`config.mk`:
```
export PLATFORM = sky130hd
export DESIGN_NAME = bone_weight_blend_normalise
export DESIGN_NICKNAME = d
export VERILOG_FILES = /design/src/rtl/bwbn_pkg.sv /design/src/rtl/bwbn_div.sv /design/src/rtl/bone_weight_blend_normalise.sv
export SDC_FILE = /design/constraint.sdc
export NUM_CORES = 2
export LEC_CHECK = 0
export ABC_AREA = 1
export BUFFER_PORTS_ARGS = -buffer_cell sky130_fd_sc_hd__buf_4
export CAP_MARGIN = 15
export CORE_AREA = 2 2 341 343
export CTS_CLUSTER_DIAMETER = 150
export DETAILED_ROUTE_END_ITERATION = 10
export DIE_AREA = 0 0 343 345
export PLACE_DENSITY = 0.75
export SETUP_SLACK_MARGIN = 0.05
export SYNTH_ARGS = -nofsm -noshare
export SYNTH_HDL_FRONTEND = slang
export SYNTH_SLANG_ARGS = --single-unit
export TNS_END_PERCENT = 5
```
`constraint.sdc`:
```
create_clock -name clk -period 10.1 [get_ports clk]
set_clock_uncertainty 0.2 [all_clocks]
set_input_delay 1.01 -clock clk [delete_from_list [all_inputs] [get_ports clk]]
set_output_delay 1.01 -clock clk [all_outputs]
set_load 0.05 [all_outputs]
```
`src/rtl/bwbn_pkg.sv`:
```
`default_nettype none
package bwbn_pkg;

  localparam int MAX_BONES = 8;
  localparam int IDX_W     = (MAX_BONES > 1) ? $clog2(MAX_BONES) : 1;
  localparam int CNT_W     = $clog2(MAX_BONES + 1);
  localparam int ID_W      = 16;
  localparam int WT_W      = 16;
  // merged products and their sum, with headroom for all loaded entries
  localparam int ACC_W     = 2 * WT_W + CNT_W + 1;
  localparam int QUO_W     = WT_W;
  localparam int FRAC_W    = 15;
  localparam int DVD_W     = ACC_W + FRAC_W;

  localparam logic [WT_W-1:0] ONE_Q15 = WT_W'(32768);

  typedef enum logic [1:0] {
    CMD_LOAD_A = 2'd0,
    CMD_LOAD_B = 2'd1,
    CMD_GO     = 2'd2
  } cmd_e;

  typedef struct packed {
    logic [1:0]      command;
    logic [ID_W-1:0] bone_id;
    logic [WT_W-1:0] bone_weight;
    logic [WT_W-1:0] blend_weight;
  } req_t;

  typedef struct packed {
    logic [ID_W-1:0] out_bone_id;
    logic [WT_W-1:0] out_weight;
    logic            valid_res;
    logic            overflow;
    logic            last;
  } rsp_t;

  typedef struct packed {
    logic busy;
    logic done;
  } div_stat_t;

  function automatic logic [WT_W-1:0] sat_q15(input logic [WT_W-1:0] x);
    return (x > ONE_Q15) ? ONE_Q15 : x;
  endfunction

endpackage
`default_nettype wire

```
`src/rtl/bwbn_div.sv`:
```
`default_nettype none
module bwbn_div
  import bwbn_pkg::*;
(
  input  wire logic             clk,
  input  wire logic             rst,
  input  wire logic             start,
  input  wire logic [DVD_W-1:0] dividend,
  input  wire logic [ACC_W-1:0] divisor,
  output div_stat_t             stat,
  output logic      [QUO_W-1:0] quotient
);

  localparam int STEP_W = $clog2(QUO_W + 1);

  logic [ACC_W-1:0]  rem;
  logic [ACC_W-1:0]  dvs;
  logic [QUO_W-1:0]  lo;
  logic [STEP_W-1:0] steps;
  logic              busy;
  logic              done;

  logic [ACC_W:0] trial;
  logic [ACC_W:0] diff;
  logic           ge;

  // restoring division, one quotient bit per cycle; high dividend part is below divisor
  assign trial = {rem, lo[QUO_W-1]};
  assign ge    = trial >= {1'b0, dvs};
  assign diff  = trial - {1'b0, dvs};

  always_ff @(posedge clk) begin
    if (rst) begin
      busy  <= 1'b0;
      done  <= 1'b0;
      steps <= '0;
    end else begin
      done <= 1'b0;
      if (start) begin
        rem   <= ACC_W'(dividend[DVD_W-1:QUO_W]);
        lo    <= dividend[QUO_W-1:0];
        dvs   <= divisor;
        steps <= STEP_W'(QUO_W);
        busy  <= 1'b1;
      end else if (busy) begin
        rem   <= ge ? diff[ACC_W-1:0] : trial[ACC_W-1:0];
        lo    <= {lo[QUO_W-2:0], ge};
        steps <= steps - 1'b1;
        if (steps == STEP_W'(1)) begin
          busy <= 1'b0;
          done <= 1'b1;
        end
      end
    end
  end

  assign stat.busy = busy;
  assign stat.done = done;
  assign quotient  = lo;

endmodule
`default_nettype wire

```
`src/rtl/bone_weight_blend_normalise.sv`:
```
`default_nettype none
// Channel  Handshake            Payload  Content
// req      req_valid/req_stall  req_t    command, bone_id, bone_weight, blend_weight
// rsp      rsp_valid/rsp_stall  rsp_t    out_bone_id, out_weight, valid_res, overflow, last
//
// A load is written in the idle state. A go multiplies each A entry into the result list,
// then per B entry compares it with one result entry at a time (one shared compare) and
// merges it on a match or else appends or drops it, then per result entry runs the divider
// (start, 16 divider steps, done, output) or emits one empty result; rsp_stall holds output.
// rst is synchronous and clears counts, sequencer and output valid; lists are not cleared.
// req_stall is high from a go until the last result transaction is taken.
module bone_weight_blend_normalise
  import bwbn_pkg::*;
(
  input  wire logic clk,
  input  wire logic rst,
  input  wire logic req_valid,
  output logic      req_stall,
  input  wire req_t req,
  output logic      rsp_valid,
  input  wire logic rsp_stall,
  output rsp_t      rsp
);

  typedef enum logic [2:0] {
    S_IDLE,
    S_AMUL,
    S_AWR,
    S_BMUL,
    S_BSCAN,
    S_DSTART,
    S_DIV,
    S_EMIT
  } state_t;

  state_t state;

  logic [ID_W-1:0]  a_ids [MAX_BONES];
  logic [WT_W-1:0]  a_wts [MAX_BONES];
  logic [ID_W-1:0]  b_ids [MAX_BONES];
  logic [WT_W-1:0]  b_wts [MAX_BONES];
  logic [ID_W-1:0]  r_ids [MAX_BONES];
  logic [ACC_W-1:0] prod  [MAX_BONES];
  logic [CNT_W-1:0] a_count;
  logic [CNT_W-1:0] b_count;
  logic [CNT_W-1:0] n;
  logic [CNT_W-1:0] i;
  logic [CNT_W-1:0] j;
  logic [ACC_W-1:0] sum;
  logic [WT_W-1:0]  w;
  logic [WT_W-1:0]  inv;
  logic             ovf;
  logic [2*WT_W-1:0] mul;

  logic [IDX_W-1:0]  i_ix;
  logic [IDX_W-1:0]  j_ix;
  logic [IDX_W-1:0]  n_ix;
  logic [IDX_W-1:0]  rd_ix;
  logic [WT_W-1:0]   mul_a;
  logic [WT_W-1:0]   mul_b;
  logic [2*WT_W-1:0] mul_full;
  logic [ACC_W-1:0]  mul_ext;
  logic              accept;
  logic              div_start;
  logic [DVD_W-1:0]  dividend;
  logic [ACC_W-1:0]  divisor;
  div_stat_t         dstat;
  logic [QUO_W-1:0]  quotient;
  logic [WT_W-1:0]   w_sat;

  assign i_ix  = i[IDX_W-1:0];
  assign j_ix  = j[IDX_W-1:0];
  assign n_ix  = n[IDX_W-1:0];
  assign rd_ix = (state == S_BSCAN) ? j_ix : i_ix;

  assign mul_a    = (state == S_AMUL) ? a_wts[i_ix] : b_wts[i_ix];
  assign mul_b    = (state == S_AMUL) ? inv : w;
  assign mul_full = mul_a * mul_b;
  assign mul_ext  = ACC_W'(mul);

  assign w_sat = sat_q15(req.blend_weight);

  assign req_stall = (state != S_IDLE);
  assign accept    = req_valid && !req_stall;

  assign div_start = (state == S_DSTART);
  assign dividend  = (sum != '0) ? {prod[rd_ix], FRAC_W'(0)} : DVD_W'(ONE_Q15);
  assign divisor   = (sum != '0) ? sum : ACC_W'(n);

  bwbn_div u_div (
    .clk      (clk),
    .rst      (rst),
    .start    (div_start),
    .dividend (dividend),
    .divisor  (divisor),
    .stat     (dstat),
    .quotient (quotient)
  );

  always_ff @(posedge clk) begin
    mul <= mul_full;
    if (rst) begin
      state     <= S_IDLE;
      a_count   <= '0;
      b_count   <= '0;
      n         <= '0;
      rsp_valid <= 1'b0;
    end else begin
      unique case (state)
        S_IDLE: begin
          if (accept) begin
            unique case (req.command)
              CMD_LOAD_A: begin
                if (a_count < CNT_W'(MAX_BONES)) begin
                  a_ids[a_count[IDX_W-1:0]] <= req.bone_id;
                  a_wts[a_count[IDX_W-1:0]] <= sat_q15(req.bone_weight);
                  a_count <= a_count + 1'b1;
                end
              end
              CMD_LOAD_B: begin
                if (b_count < CNT_W'(MAX_BONES)) begin
                  b_ids[b_count[IDX_W-1:0]] <= req.bone_id;
                  b_wts[b_count[IDX_W-1:0]] <= sat_q15(req.bone_weight);
                  b_count <= b_count + 1'b1;
                end
              end
              CMD_GO: begin
                w     <= w_sat;
                inv   <= ONE_Q15 - w_sat;
                n     <= '0;
                i     <= '0;
                sum   <= '0;
                ovf   <= 1'b0;
                state <= S_AMUL;
              end
              default: ;
            endcase
          end
        end
        S_AMUL: begin
          if (i < a_count) begin
            state <= S_AWR;
          end else begin
            i     <= '0;
            state <= S_BMUL;
          end
        end
        S_AWR: begin
          r_ids[n_ix] <= a_ids[i_ix];
          prod[n_ix]  <= mul_ext;
          sum         <= sum + mul_ext;
          n           <= n + 1'b1;
          i           <= i + 1'b1;
          state       <= S_AMUL;
        end
        S_BMUL: begin
          if (i < b_count) begin
            j     <= '0;
            state <= S_BSCAN;
          end else if (n == '0) begin
            rsp       <= '{out_bone_id: '0, out_weight: '0, valid_res: 1'b0,
                           overflow: 1'b0, last: 1'b1};
            rsp_valid <= 1'b1;
            state     <= S_EMIT;
          end else begin
            i     <= '0;
            state <= S_DSTART;
          end
        end
        S_BSCAN: begin
          if (j < n) begin
            if (r_ids[rd_ix] == b_ids[i_ix]) begin
              prod[rd_ix] <= prod[rd_ix] + mul_ext;
              sum         <= sum + mul_ext;
              i           <= i + 1'b1;
              state       <= S_BMUL;
            end else begin
              j <= j + 1'b1;
            end
          end else begin
            if (n < CNT_W'(MAX_BONES)) begin
              r_ids[n_ix] <= b_ids[i_ix];
              prod[n_ix]  <= mul_ext;
              sum         <= sum + mul_ext;
              n           <= n + 1'b1;
            end else begin
              ovf <= 1'b1;
            end
            i     <= i + 1'b1;
            state <= S_BMUL;
          end
        end
        S_DSTART: begin
          state <= S_DIV;
        end
        S_DIV: begin
          if (dstat.done) begin
            rsp       <= '{out_bone_id: r_ids[rd_ix], out_weight: quotient,
                           valid_res: 1'b1, overflow: ovf,
                           last: (i + 1'b1 == n)};
            rsp_valid <= 1'b1;
            state     <= S_EMIT;
          end
        end
        S_EMIT: begin
          if (!rsp_stall) begin
            rsp_valid <= 1'b0;
            if (rsp.last) begin
              state <= S_IDLE;
            end else begin
              i     <= i + 1'b1;
              state <= S_DSTART;
            end
          end
        end
        default: state <= S_IDLE;
      endcase
    end
  end

`ifndef SYNTHESIS
  a_no_accept_with_pending: assert property (@(posedge clk) disable iff (rst)
    !req_stall |-> !rsp_valid) else $error("input taken while result pending");

  a_counts_in_range: assert property (@(posedge clk) disable iff (rst)
    a_count <= CNT_W'(MAX_BONES) && b_count <= CNT_W'(MAX_BONES) &&
    n <= CNT_W'(MAX_BONES)) else $error("count beyond capacity");

  a_overflow_full: assert property (@(posedge clk) disable iff (rst)
    rsp_valid && rsp.overflow |-> n == CNT_W'(MAX_BONES))
    else $error("overflow with room left");

  a_div_owned: assert property (@(posedge clk) disable iff (rst)
    dstat.busy || dstat.done |-> state == S_DIV) else $error("divider out of phase");

  a_rsp_source: assert property (@(posedge clk) disable iff (rst)
    $rose(rsp_valid) |-> $past(state) == S_DIV || $past(state) == S_BMUL)
    else $error("result raised from wrong state");
`endif

endmodule
`default_nettype wire

```
==> impl_summary.md <==
Global routing
The via count of the first global-routing pass is 44.28k. The number of antenna violations at the first check in global routing is 5. Across every metal layer, demand over resource in global routing totals 27.52%. The largest net degree at the start of global routing is 130.

The global-route wire length before repair is 252.1 mm. The remaining global-route overflow is 0.

Timing
Setup repair after global routing left no endpoint under its margin. The worst pin sits at a relative slew slack of 20.40%. The upper clock frequency limit is 116.0 MHz.

The final critical path takes up 85.39% of the cycle. The least setup slack across all paths after layout is 1.476 ns. Setup violations remaining at the end of the flow were counted as 0. The slew at the pin closest to its max-slew limit is 1.194 ns. The count of final hold-check violations is 0.

For the final routed database, the setup TNS stands at 0 ns. The max-slew violation count came to 0. The final critical path time including I/O delays and setup is 8.624 ns.

Logic synthesis
By instance count, the leading cell after synthesis is sky130_fd_sc_hd__nand2_1. The cell count after synthesis came out at 6202. The mapped netlist covers 62820 um2. In the synthesized netlist, the cells that appear most often are 1157 x sky130_fd_sc_hd__nand2_1, 1138 x sky130_fd_sc_hd__edfxtp_1, 733 x sky130_fd_sc_hd__inv_1. Counting flops with a built-in enable in the synthesized netlist gives 1138. The number of different library cells in the post-synthesis netlist is 53. After synthesis, the share of flip-flops with an asynchronous set or reset is 0%. The number of nets produced by synthesis is 6676. sky130_fd_sc_hd__edfxtp_1 takes more of the synthesized area than any other cell. For this run, the leading register cell type out of synthesis is sky130_fd_sc_hd__edfxtp_1.

The area fraction of the dominant cell type after synthesis is 54.40%. The number of warnings printed during yosys synthesis is 0. Summing the sequential cell areas from Yosys gives 56.24% of the chip area. The flip-flop and latch count after synthesis is 1196. A synthesized cell averages 10.13 um2. Ranked by total cell area, the synthesized netlist is headed by sky130_fd_sc_hd__edfxtp_1 54%, sky130_fd_sc_hd__nand2_1 6.9%, sky130_fd_sc_hd__fa_1 6.3%.

Detailed routing
The number of vias after detailed routing is 45.67k. The initial DRC count is 5222. The average via count per standard cell is 5.833.

The routed design has 165.1 mm of wire. After detailed routing, the average wire length per cell comes to 21.08 um. The first-pass iteration count of the detailed router is 6. The antenna violation net count after detailed routing is 0. The post-detailed-route DRC marker count is 0.

Clock network
Counting the buffers created by CTS gives 117. Clock-pin slew was measured on the worst setup and hold paths at 0.06 ns. For this design, the sink count on the clock tree is 1196.

The maximum level of the CTS H-tree is 3. TritonCTS built the clock tree. Clock latency on the worst-skew pair, taken at its later pin, is 0.77 ns.

The quantity of hold-fixing buffers added after cts is 0. After clock tree synthesis, the setup repair step added 0 buffers. The buffer type at the clock tree root is sky130_fd_sc_hd__clkbuf_16.

Counting along the longest clock path gives a buffer depth of 3. Once the clock tree was built, the resizer swapped 0 gates to a different size.

Critical path
The required time at the endpoint of the critical path is 10.54 ns. The cell family with the largest share of critical-path delay is adder cells. The critical-path cell with the highest stage delay is sky130_fd_sc_hd__buf_4.

The critical path is of the flip-flop to flip-flop type. The cell repeated most along the worst path is sky130_fd_sc_hd__fa_1. The arrival time reported for the critical path endpoint is 9.06 ns. STA classifies the critical path endpoint as a flip-flop.

The largest fanout on the critical path is 90. The count of buffering cells on the critical path with inverters included is 6. The highest cell delay on the worst timing path is 0.74 ns. STA classifies the critical path startpoint as a flip-flop.

Floorplanning
The cell row count is 125. The height of the chip is 345 um. The die covers 118300 um2. From left edge to right edge, the die measures 343 um. The core region is 115100 um2. 91 I/O pins were placed. The starting utilization of the core area is 54.58%.

Finish
In the final layout, the share of cells above drive strength 1 is 6.755%. The synthesis-to-finish area growth is 9.701%. The finished cells cover 68920 um2. Counting the fill cells in the layout gives 9417. Summing all multi-input logic gate instances after layout gives 23780 um2.

For this run, the post-layout net count is 6681. 0 antenna diodes ended up in the layout. In the final layout, flip-flops and latches occupy 35350 um2.

Run status
The run finished with clean final reports.

Place
Routability-driven placement finished with a final weighted congestion of 0.9796. Prior to clock tree synthesis, the placed netlist has a worst setup slack of 1.638 ns. Summed over all nets, the half-perimeter wirelength after detailed placement is 107.4 mm.

The cell area reported after detailed placement is 65070 um2. During placement, the flow inserted port buffers numbering 90.

Worst hold path
The worst hold path belongs to the class flip-flop to flip-flop. The worst hold path begins at u_div.steps[1].

Flow run
The number of violations of the max-capacitance limit is 0.
layout by cell type (no fill, tap or decap), drive strengths merged, types with 2 or more instances in the layout:
cell      count
clkinv       61
o21bai       16
buf         166
and3          3
xor2         48
clkinvlp      5
ha          223
a211oi        3
nand2      1163
a21boi       20
clkbuf      147
a21o         17
nand4        20
a221oi        2
nor3         23
a21oi       199
o221ai       58
bufinv        9
edfxtp     1138
nor3b         3
inv         740
o21ai       553
fa          197
nor2        719
and2          2
o2111ai       2
nand3b        2
nand3       430
o211ai       35
a31oi        45
dfxtp        58
or2          15
o22ai        71
xnor2        58
nor4         30
o21a         14
a2111oi       3
o311ai        2
per-stage QoR:
step | utilization (%) | cells | hold slack [ns]
after detailed placement | 56.53 | 7611 | 0.2718
after global placement | 56.52 | 7610 | 0.2657
after floorplan | - | 6202 | 0.2529
final | 59.87 | 7830 | 0.2798
after CTS | 59.86 | 7829 | 0.2810
after global routing | 59.87 | 7830 | 0.3051
layer usage:
layer / part of all wire [%] / track usage, % / up-vias
met1: 41 / 37.61 / 22190
met4: 3.9 / 10.77 / 4
met3: 8.6 / 4.475 / 344
met5: 0.015 / 0 / -
met2: 47 / 44.20 / 2039
li1: - / - / 21100
cell families (layout without fill, tap and decap cells):
logic type | after synthesis | count (layout) | synth area share (%)
AOI/OAI and AO/OA | 1046 | 1046 | 9.455
DFF | 1196 | 1196 | 56.24
and+or+nand+nor | 2410 | 2410 | 15.79
xor gates and xnor gates | 106 | 106 | 1.478
adders and majority gates | 420 | 420 | 10.72
buffers and inverters | 1024 | 1128 | 6.318
worst min-delay path, cell delays in order, from the launching register on:
cell,delay (ns)
sky130_fd_sc_hd__dfxtp_1,0.32
sky130_fd_sc_hd__nand2_1,0.06
sky130_fd_sc_hd__a21oi_1,0.05
state kept, by name, summed over array words and instances (netlist names), 5 cells and up, named ones only:
register and flops:
a_ids 128, a_wts 128, b_ids 128, b_wts 128
inv 15, mul 32, prod 296, r_ids 128
rsp 35, sum 37, u_div.dvs 37, u_div.quotient 16
u_div.rem 37, u_div.steps 5, w 16
layout make-up:
cell class / count / share of cell area, %
Clock inverter: 71 / 1.093
Clock buffer: 147 / 4.473
Sequential cell: 1196 / 51.29
Timing Repair Buffer: 166 / 1.814
Inverter: 744 / 4.061
Tap cell: 1524 / 2.767
Multi-Input combinational cell: 3982 / 34.50
path summary, 6_finish.rpt:
check / slack, ns / to / depth (start not counted)
worst max register to register: 1.48 / mul[31] / 27
worst min register to register: 0.28 / u_div.steps[1] / 2
worst max-delay path: 1.48 / mul[31] / 27
worst min-delay path: 0.28 / u_div.steps[1] / 2
Power is left out: the tool's default activity adds up to more than one toggle a clock period on the data nets, which glitch-free logic cannot reach.
